## config.mk

```make
export PLATFORM = sky130hd
export DESIGN_NAME = pll_divider_search
export DESIGN_NICKNAME = d
export VERILOG_FILES = /design/src/rtl/pds_pkg.sv /design/src/rtl/pds_rate_div.sv /design/src/rtl/pll_divider_search.sv
export SDC_FILE = /design/constraint.sdc
export NUM_CORES = 2
export LEC_CHECK = 0
export BUFFER_PORTS_ARGS = -buffer_cell sky130_fd_sc_hd__buf_2
export CORE_AREA = 2 2 318 257
export CTS_CLUSTER_DIAMETER = 40
export DETAILED_ROUTE_END_ITERATION = 6
export DIE_AREA = 0 0 320 259
export PLACE_DENSITY = 0.65
export RECOVER_POWER = 100
export REMOVE_ABC_BUFFERS = 1
export SLEW_MARGIN = 10
export SYNTH_ARGS = -nofsm -noshare
export SYNTH_HDL_FRONTEND = slang
export SYNTH_SLANG_ARGS = --single-unit
```

## constraint.sdc

```tcl
create_clock -name clk -period 8.5 [get_ports clk]
set_input_delay 2.55 -clock clk [delete_from_list [all_inputs] [get_ports clk]]
set_output_delay 2.55 -clock clk [all_outputs]
set_load 0.1 [all_outputs]
```

## src/rtl/pds_pkg.sv

```systemverilog
// shared widths and constants of the pll divider search
package pds_pkg;

  localparam int REF_W   = 29;
  localparam int TGT_W   = 32;
  localparam int PD_W    = 5;
  localparam int FB_W    = 9;
  localparam int RATE_W  = 30;
  localparam int FREF_W  = 28;
  localparam int NUM_W   = 35;  // target * prediv
  localparam int PROD_W  = 37;  // fbdiv * fref
  localparam int STEP_W  = $clog2(PROD_W);

  localparam logic [REF_W-1:0]  DEFAULT_REF_HZ   = 29'd24000000;
  localparam logic [RATE_W-1:0] MAX_TARGET_HZ    = 30'd1000000000;
  localparam logic [REF_W-1:0]  MAX_FREF_PER_DIV = 29'd40000000;
  localparam logic [REF_W-1:0]  MIN_FREF_PER_DIV = 29'd5000000;
  localparam logic [FB_W-1:0]   FB_SKIP          = 9'd15;
  localparam logic [FB_W-1:0]   FB_MIN           = 9'd12;

endpackage

```

## src/rtl/pds_rate_div.sv

```systemverilog
// bit-serial restoring divider for the achieved rate: fbdiv * fref / prediv
module pds_rate_div (
  input  logic                         clk,
  input  logic                         rst,
  input  logic                         start,
  input  logic [pds_pkg::PROD_W-1:0]   dividend,
  input  logic [pds_pkg::PD_W-1:0]     divisor,
  output logic                         done,
  output logic [pds_pkg::RATE_W-1:0]   quotient
);
  import pds_pkg::*;

  logic                busy;
  logic [STEP_W-1:0]   cnt;
  logic [PROD_W-1:0]   dv;
  logic [PD_W-1:0]     dvsr;
  logic [PD_W-1:0]     rem;
  logic [RATE_W-1:0]   quot;

  logic [PD_W:0]       trial;
  logic                ge;
  logic [PD_W-1:0]     rem_next;

  // one quotient bit per cycle, msb first
  always_comb begin
    trial    = {rem, dv[PROD_W-1]};
    ge       = trial >= {1'b0, dvsr};
    rem_next = ge ? PD_W'(trial - {1'b0, dvsr}) : trial[PD_W-1:0];
  end

  always_ff @(posedge clk) begin
    if (rst) begin
      busy <= 1'b0;
      done <= 1'b0;
    end else begin
      done <= 1'b0;
      if (start) begin
        busy <= 1'b1;
        cnt  <= '0;
        dv   <= dividend;
        dvsr <= divisor;
        rem  <= '0;
      end else if (busy) begin
        rem  <= rem_next;
        dv   <= {dv[PROD_W-2:0], 1'b0};
        quot <= {quot[RATE_W-2:0], ge};
        cnt  <= cnt + STEP_W'(1);
        if (cnt == STEP_W'(PROD_W - 1)) begin
          busy <= 1'b0;
          done <= 1'b1;
        end
      end
    end
  end

  assign quotient = quot;

  a_rem_below_divisor: assert property (@(posedge clk) disable iff (rst)
    busy && !start |-> rem < dvsr)
    else $error("rate divider remainder not below divisor");

  a_done_after_busy: assert property (@(posedge clk) disable iff (rst)
    done |-> $past(busy))
    else $error("rate divider done without a running division");

  a_no_start_while_busy: assert property (@(posedge clk) disable iff (rst)
    busy |-> !start)
    else $error("rate divider restarted while busy");

endmodule

```

## src/rtl/pll_divider_search.sv

```systemverilog
// pll divider search: best prediv / fbdiv for a requested pll output rate
//
//  channel  handshake               payload
//  -------  ----------------------  ----------------------------------------------
//  cfg      cfg_valid / cfg_ready   ref_clock_hz
//  in       in_valid / in_stall     target_rate
//  out      out_valid / out_stall   pre_divider, feedback_divider, achieved_rate, found
//
//  a full pre-divider trial runs 9 feedback divider steps and the 37-step rate divider
//  between its control states; out-of-range fbdiv ends it early, in S_RANGE or S_CHECK
//  out_valid rises once the search ends; the pre-divider window allows at most 28 trials
//  a request is taken in idle even while the previous result waits on out_stall;
//  the search then holds at its end. reset restores 24 MHz and clears the held settings
module pll_divider_search (
  input  logic                        clk,
  input  logic                        rst,
  input  logic                        cfg_valid,
  output logic                        cfg_ready,
  input  logic [pds_pkg::REF_W-1:0]   ref_clock_hz,
  input  logic                        in_valid,
  output logic                        in_stall,
  input  logic [pds_pkg::TGT_W-1:0]   target_rate,
  output logic                        out_valid,
  input  logic                        out_stall,
  output logic [pds_pkg::PD_W-1:0]    pre_divider,
  output logic [pds_pkg::FB_W-1:0]    feedback_divider,
  output logic [pds_pkg::RATE_W-1:0]  achieved_rate,
  output logic                        found
);
  import pds_pkg::*;

  typedef enum logic [2:0] {
    S_IDLE, S_MUL, S_RANGE, S_DIV, S_CHECK, S_START, S_RATE, S_UPDATE
  } state_t;

  localparam int CNT_W = $clog2(FB_W);
  localparam int PC_W  = PD_W + 1;

  state_t              state;
  logic [REF_W-1:0]    ref_reg;
  logic [FREF_W-1:0]   fref;
  logic [RATE_W-1:0]   fout;
  logic [PC_W-1:0]     p;
  logic [NUM_W-1:0]    num;
  logic [FREF_W-1:0]   rem1;
  logic [FB_W-1:0]     nbits;
  logic [FB_W-1:0]     fb;
  logic [CNT_W-1:0]    cnt;
  logic [PROD_W-1:0]   prod;
  logic [RATE_W-1:0]   rate;
  logic                found_any;
  logic [PD_W-1:0]     best_p;
  logic [FB_W-1:0]     best_fb;
  logic [RATE_W-1:0]   best_rate;
  logic [RATE_W-1:0]   best_delta;
  logic                finishing;
  logic [PD_W-1:0]     held_prediv;
  logic [FB_W-1:0]     held_fbdiv;
  logic [RATE_W-1:0]   held_rate;

  logic [REF_W-1:0]    prate;
  logic [FREF_W-1:0]   fref_in;
  logic [PC_W-1:0]     pmin;
  logic [FREF_W:0]     div_trial;
  logic                div_ge;
  logic [RATE_W-1:0]   delta;
  logic                search_end;
  logic                result_load;
  logic                div_done;
  logic [RATE_W-1:0]   div_quot;

  // smallest prediv that keeps fref / prediv at or below 40 MHz
  function automatic logic [PC_W-1:0] first_prediv(input logic [FREF_W-1:0] f);
    logic [PC_W-1:0] r;
    r = PC_W'(1);
    for (int k = 1; k < 7; k++) begin
      if ({1'b0, f} > REF_W'(k) * MAX_FREF_PER_DIV) r = PC_W'(k + 1);
    end
    return r;
  endfunction

  always_comb begin
    prate       = (ref_reg != '0) ? ref_reg : DEFAULT_REF_HZ;
    fref_in     = prate[REF_W-1:1];
    pmin        = first_prediv(fref_in);
    div_trial   = {rem1, nbits[FB_W-1]};
    div_ge      = div_trial >= {1'b0, fref};
    delta       = fout - rate;
    // loop ends on an exact match or zero fref, past the field maximum, or once fref / p drops below 5 MHz
    search_end  = finishing || p[PC_W-1]
                  || (REF_W'(p) * MIN_FREF_PER_DIV > {1'b0, fref});
    result_load = (state == S_MUL) && search_end && (!out_valid || !out_stall);
  end

  assign cfg_ready = !rst;
  assign in_stall  = rst || (state != S_IDLE);

  always_ff @(posedge clk) begin
    if (rst) begin
      ref_reg <= DEFAULT_REF_HZ;
    end else if (cfg_valid && cfg_ready) begin
      ref_reg <= ref_clock_hz;
    end
  end

  always_ff @(posedge clk) begin
    if (rst) begin
      state       <= S_IDLE;
      out_valid   <= 1'b0;
      found       <= 1'b0;
      finishing   <= 1'b0;
      held_prediv <= '0;
      held_fbdiv  <= '0;
      held_rate   <= '0;
    end else begin
      if (result_load) out_valid <= 1'b1;
      else if (out_valid && !out_stall) out_valid <= 1'b0;
      unique case (state)
        S_IDLE: begin
          if (in_valid) begin
            fout      <= (target_rate > TGT_W'(MAX_TARGET_HZ)) ? MAX_TARGET_HZ
                                                               : target_rate[RATE_W-1:0];
            fref      <= fref_in;
            p         <= pmin;
            found_any <= 1'b0;
            finishing <= (fref_in == '0);
            state     <= S_MUL;
          end
        end
        S_MUL: begin
          if (search_end) begin
            if (result_load) begin
              if (found_any) begin
                held_prediv <= best_p;
                held_fbdiv  <= best_fb;
                held_rate   <= best_rate;
              end
              found     <= found_any;
              state     <= S_IDLE;
            end
          end else begin
            num   <= NUM_W'(fout) * NUM_W'(p[PD_W-1:0]);
            state <= S_RANGE;
          end
        end
        S_RANGE: begin
          // quotient above the fbdiv maximum is rejected before dividing
          if ({2'b0, num} >= {fref, {FB_W{1'b0}}}) begin
            p     <= p + PC_W'(1);
            state <= S_MUL;
          end else begin
            rem1  <= FREF_W'(num[NUM_W-1:FB_W]);
            nbits <= num[FB_W-1:0];
            cnt   <= '0;
            state <= S_DIV;
          end
        end
        S_DIV: begin
          rem1  <= div_ge ? FREF_W'(div_trial - {1'b0, fref}) : div_trial[FREF_W-1:0];
          nbits <= {nbits[FB_W-2:0], 1'b0};
          fb    <= {fb[FB_W-2:0], div_ge};
          cnt   <= cnt + CNT_W'(1);
          if (cnt == CNT_W'(FB_W - 1)) state <= S_CHECK;
        end
        S_CHECK: begin
          if (fb == FB_SKIP || fb < FB_MIN) begin
            p     <= p + PC_W'(1);
            state <= S_MUL;
          end else begin
            prod  <= PROD_W'(fb) * PROD_W'(fref);
            state <= S_START;
          end
        end
        S_START: begin
          state <= S_RATE;
        end
        S_RATE: begin
          if (div_done) begin
            rate  <= div_quot;
            state <= S_UPDATE;
          end
        end
        S_UPDATE: begin
          if (!found_any || delta < best_delta) begin
            best_p     <= p[PD_W-1:0];
            best_fb    <= fb;
            best_rate  <= rate;
            best_delta <= delta;
            found_any  <= 1'b1;
          end
          // exact match stops the search
          if (delta == '0) finishing <= 1'b1;
          p     <= p + PC_W'(1);
          state <= S_MUL;
        end
        default: state <= S_IDLE;
      endcase
    end
  end

  pds_rate_div u_rate_div (
    .clk      (clk),
    .rst      (rst),
    .start    (state == S_START),
    .dividend (prod),
    .divisor  (p[PD_W-1:0]),
    .done     (div_done),
    .quotient (div_quot)
  );

  assign pre_divider      = held_prediv;
  assign feedback_divider = held_fbdiv;
  assign achieved_rate    = held_rate;

  a_result_from_search: assert property (@(posedge clk) disable iff (rst)
    $rose(out_valid) |-> $past(state == S_MUL))
    else $error("result raised outside the end of a search");

  a_fb_rem_in_range: assert property (@(posedge clk) disable iff (rst)
    state == S_DIV |-> rem1 < fref)
    else $error("feedback divider remainder not below fref");

  a_found_is_legal: assert property (@(posedge clk) disable iff (rst)
    out_valid && found |->
      pre_divider != '0 && feedback_divider >= FB_MIN && feedback_divider != FB_SKIP)
    else $error("reported setting is not a legal divider pair");

  a_done_only_waiting: assert property (@(posedge clk) disable iff (rst)
    div_done |-> state == S_RATE)
    else $error("rate division finished outside its wait state");

  a_rate_not_above_target: assert property (@(posedge clk) disable iff (rst)
    state == S_UPDATE |-> rate <= fout)
    else $error("achieved rate above target");

endmodule
```

* Yosys cells after proc, flatten, opt, wreduce, memory -nomap -nowiden *
Cells that the tools add are included.

cells by class
  add/sub/neg operators = 6
  multipliers = 3
  div/mod/pow operators = 0
  magnitude comparators = 13
  eq/ne operators = 19
  shifts and indexed selects = 0
  mux-type cells = 43
  bitwise gates (word level) = 5
  reductions and logical operators = 41

operators by type and width
  cell                                                   count
  > comparator 28 bit (second input constant)            3
  2-to-1 mux 37 bit                                      2
  > comparator 28 x 27 -> 1 bit (second input constant)  2
  2-to-1 mux 28 bit                                      2
  one-hot mux 28 bit (2 select lines)                    1
  2-to-1 mux 6 bit                                       9
  >= comparator 35 x 37 -> 1 bit                         1
  multiplier 9 x 28 -> 37 bit                            1
  multiplier 30 x 5 -> 35 bit                            1
  > comparator 32 x 30 -> 1 bit (second input constant)  1
  zero test 30 bit                                       1
  < comparator 30 bit                                    1
  subtractor 30 bit                                      1
  >= comparator 29 x 28 -> 1 bit                         1
  > comparator 29 x 28 -> 1 bit                          1
  2-to-1 mux 29 bit                                      1
  nonzero test 29 bit                                    1
  > comparator 28 x 26 -> 1 bit (second input constant)  1
  zero test 28 bit                                       1
  subtractor 28 bit                                      1
  AND reduction 3 bit                                    9
  one-hot mux 3 bit (8 select lines)                     1
  one-hot mux 6 bit (4 select lines)                     1
  multiplier 6 x 17 -> 23 bit (second input constant)    1
  35 further kinds                                       85

word-level totals
  register bits after elaboration = 455
  latch bits = 0
  memory bits (writable) = 0
  bits in read-only memories = 0
  bits of input ports = 66
  output and inout bits = 48
  word-level logic and storage cells = 160
  memories kept = 0

* Depth between registers and ports, before layout *
  word-level depth = 11
  gate-level depth with buffers = 27
  depth with buffers taken out = 25

* Modules after synthesis *
From an unflattened synthesis, not the netlist that was laid out.

second synthesis, totals
  cell total of the unflattened synthesis = 3470
  area, all modules = 35645.4 sq um

modules (own cells, without submodules)
  module              instances  cells an instance  area each (sq um)  sequential area each (sq um)
  pll_divider_search  1          3272               32212.1            10319.9
  pds_rate_div        1          198                3433.3             2532.4

* Least setup slack after synthesis *
OpenSTA, ideal clock, no wires.

  path kind = input to output
  start point = input port rst
  end point = output port in_stall
  data arrival time = 4771 ps
  data required time = 5950 ps
  slack = 1179 ps
  cell stages on the path = 4
  path buffers = 2
  cells stage by stage = clkbuf_1 > inv_2 > clkbuf_1 > nand2_1

between the ends
  longest elaborated chain between the ends = 1

ends and longest elaborated chain
  element             line                      text
  start: declaration  pll_divider_search.sv:16  input logic rst,
  logical OR 1 bit    pll_divider_search.sv:96  assign in_stall = rst || (state != S_IDLE);
  end: declaration    pll_divider_search.sv:21  output logic in_stall,

No other way between the ends.

* Worst setup path after layout *
Same ends and word-level chain as after synthesis.

==> results.cfg <==
[placed_design]
io_buffers = 113
post_dp_cell_area_um2 = 37200
dp.cells = 4540
globalplace.congestion = 0.916
dp_hpwl_mm = 68.6

[sta]
whs_ns = 0.416
timing.final.max_slew_violations = 542
fin_crit_ns = 7.56
final.setup.tns_ns = 0
tightest_slew_ns = 2.65
min_period_over_period_pct = 88.9
timing.slew.headroom_pct = -77.7
hold_viol = 0
fmax_mhz = 132
fin_skew_ns = 0.0319
setup_violations = 0
rsz0062_at_grt = no

[setup_path]
critical_path.slowest_cell = clkbuf_1
cp_top_family = buffers and inverters
r2r_slack_ns = 1.14
cp_num_cells = 4
setup.worst_path.end = in_stall
cpPeakStageDelay_ns = 0.90
crit_fanout = 32
reg2reg_from = p[2]$_DFFE_PP_
cp-startpoint = rst
endpoint_kind = output pin
critPathArrivalTime_ns = 5.01
startpoint_type = primary input
cp.required_ns = 5.95
timing.rr.end = num[33]$_DFFE_PP_
reg2reg_depth = 16
worstSetupPathType = primary input to output pin
worstPathCellList = buf_4 > inv_1 > nand2_1 > clkbuf_1
critical_path_buf_inv_count = 3

[synth]
synth-edff-count = 374
yosysWarnings = 0
synth_compound_area_share_pct = 11.5
ys_types = 86
synth_mux_area_share_pct = 1.32
synth_top_family_by_area = adder cells
netlist_instances = 3524
synth_fa_ha_area_share_pct = 25.8
ys_ff_latch = 455
synth_xor_area_share_pct = 3.02
synthFlopType = edfxtp_1
synth-simple-area-share_pct = 16.5
ys_seq_area_share_pct = 36.0
async_flop_share_pct = 0
synth_area_per_cell_um2 = 10.1
synth.cell_area_um2 = 35700

[drt]
postRouteAntennaNets = 0
drt_pass1_iterations = 6
wl_mm = 92.2
wl_per_cell_um = 19.7
via_count = 26300
drt_iter0_drc = 2242
viasPerCell = 5.60
drc = 0

[clock_tree]
htreeDepth = 3
cts_hold_buffers = 0
insertion_delay_ns = 0.64
clock-sinks = 455
cts_resized = 0
cts_tree = done
numCtsBuffers = 80
clkSlewWorstSetupHoldPaths_ns = 0.05
post_cts_buffers = 0
cts_buffer_depth = 3
root_buffer = clkbuf_16

[die]
initial_utilization_pct = 44.7
die_area_um2 = 82900
design.core.area_um2 = 79800
num_io_pins = 114
fp.dieH_um = 259
die_w_um = 320
core.rowCount = 93

[pwr]
cellPowerDensity_nw_per_um2 = 258
max-vdd-ir-drop_uv = 161
power_mw = 10.3
p_leak_nw = 17.4

[layout]
mostFrequentLayoutCell = nand2_1
syn2layout_area_growth_pct = 11.5
drive_gt1_share_pct = 8.34
mostFrequentLayoutCells = nand2_1 (517), inv_1 (375), edfxtp_1 (374)
fin_nets = 4211
fillers = 7357
stdcell_count = 4689
num_antenna_cells = 0
final_area_um2 = 39800
largestRegisters = prod (37), u_rate_div.dv (37), num (35)

[run]
drv_cap = 15

[grt]
track_usage_pct = 22.2
antenna_found_initial = 4
grt_pass1_wl_mm = 144
globalRouteOverflowTotal = 0
grt_pass1_vias = 24600
grt_max_degree = 75

[status]
status = finished, violations left
violations = max-capacitance violations, max-slew violations

[hold_path]
worstHoldPathType = flop to flop
worstHoldStart = u_rate_div.quotient[29]$_DFFE_PP_
[area by class of cell]
class	instances	area [µm²]	share of cell area, %
Multi-Input combinational cell	2521	20700	52.0
Tap cell	1045	1310	3.29
Clock inverter	60	785	1.97
Inverter	375	1410	3.54
Sequential cell	455	12900	32.3
Clock buffer	89	2090	5.25
Timing Repair Buffer	144	656	1.65
[how the worst min path moves through the flow]
stage	end	cells past startpoint
6_report	rate[29]$_DFFE_PP_	0
5_1_grt	rate[29]$_DFFE_PP_	0
4_1_cts	rate[29]$_DFFE_PP_	0
3_5_place_dp	rate[29]$_DFFE_PP_	0
3_3_place_gp	rate[29]$_DFFE_PP_	0
2_1_floorplan	rate[29]$_DFFE_PP_	0
[stage by stage]
stage	setup slack (ns)	utilization [%]
floorplan	0.164	-
global placement	1.54	46.6
detailed placement	1.49	46.6
CTS	1.43	50.2
global route	0.549	49.8
finish	0.940	49.8
[Yosys cell counts (all sizes together) (58+ instances only)]
cell type	number	area (µm²)
ha	288	3600
a31o	59	517
nand3	58	290
dfxtp	81	1620
inv	375	1410
clkbuf	150	563
o21ai	108	541
fa	280	5610
edfxtp	374	11200
a21o	85	639
xnor2	82	718
a21oi	149	746
and2	182	1140
nand2	518	1940
nor2	130	495
[worst reg2reg max path, delay by kind of cell, from the launching register on]
kind                       cells  cell delay, ns
and+or+nand+nor                4            0.66
AOI/OAI and AO/OA              6            2.58
buffers and inverters          2            1.33
DFF                            1            0.55
adders and majority gates      4            1.97
[report_power, final]
part | internal (mW) | switching (mW)
sequential | 2.66 | 0.120
clock | 2.11 | 1.27
combinational | 1.69 | 2.40
[routing by layer]
layer	vias up	GRT usage (%)	share of wire, %
met5	-	0	0.0087
met4	2	6.87	2.7
met3	142	4.21	7.6
met2	877	31.3	41
met1	12900	34.3	49
li1	12300	-	-
[logic make-up after synthesis]
| family | count (synthesis) |
|---|---|
| xor+xnor | 123 |
| fa+ha+maj | 568 |
| flops | 455 |
| compound gates | 598 |
| buf+inv | 548 |
| mux | 47 |
| simple gates | 1185 |
No activity file was read; power rests on OpenSTA's default activity.
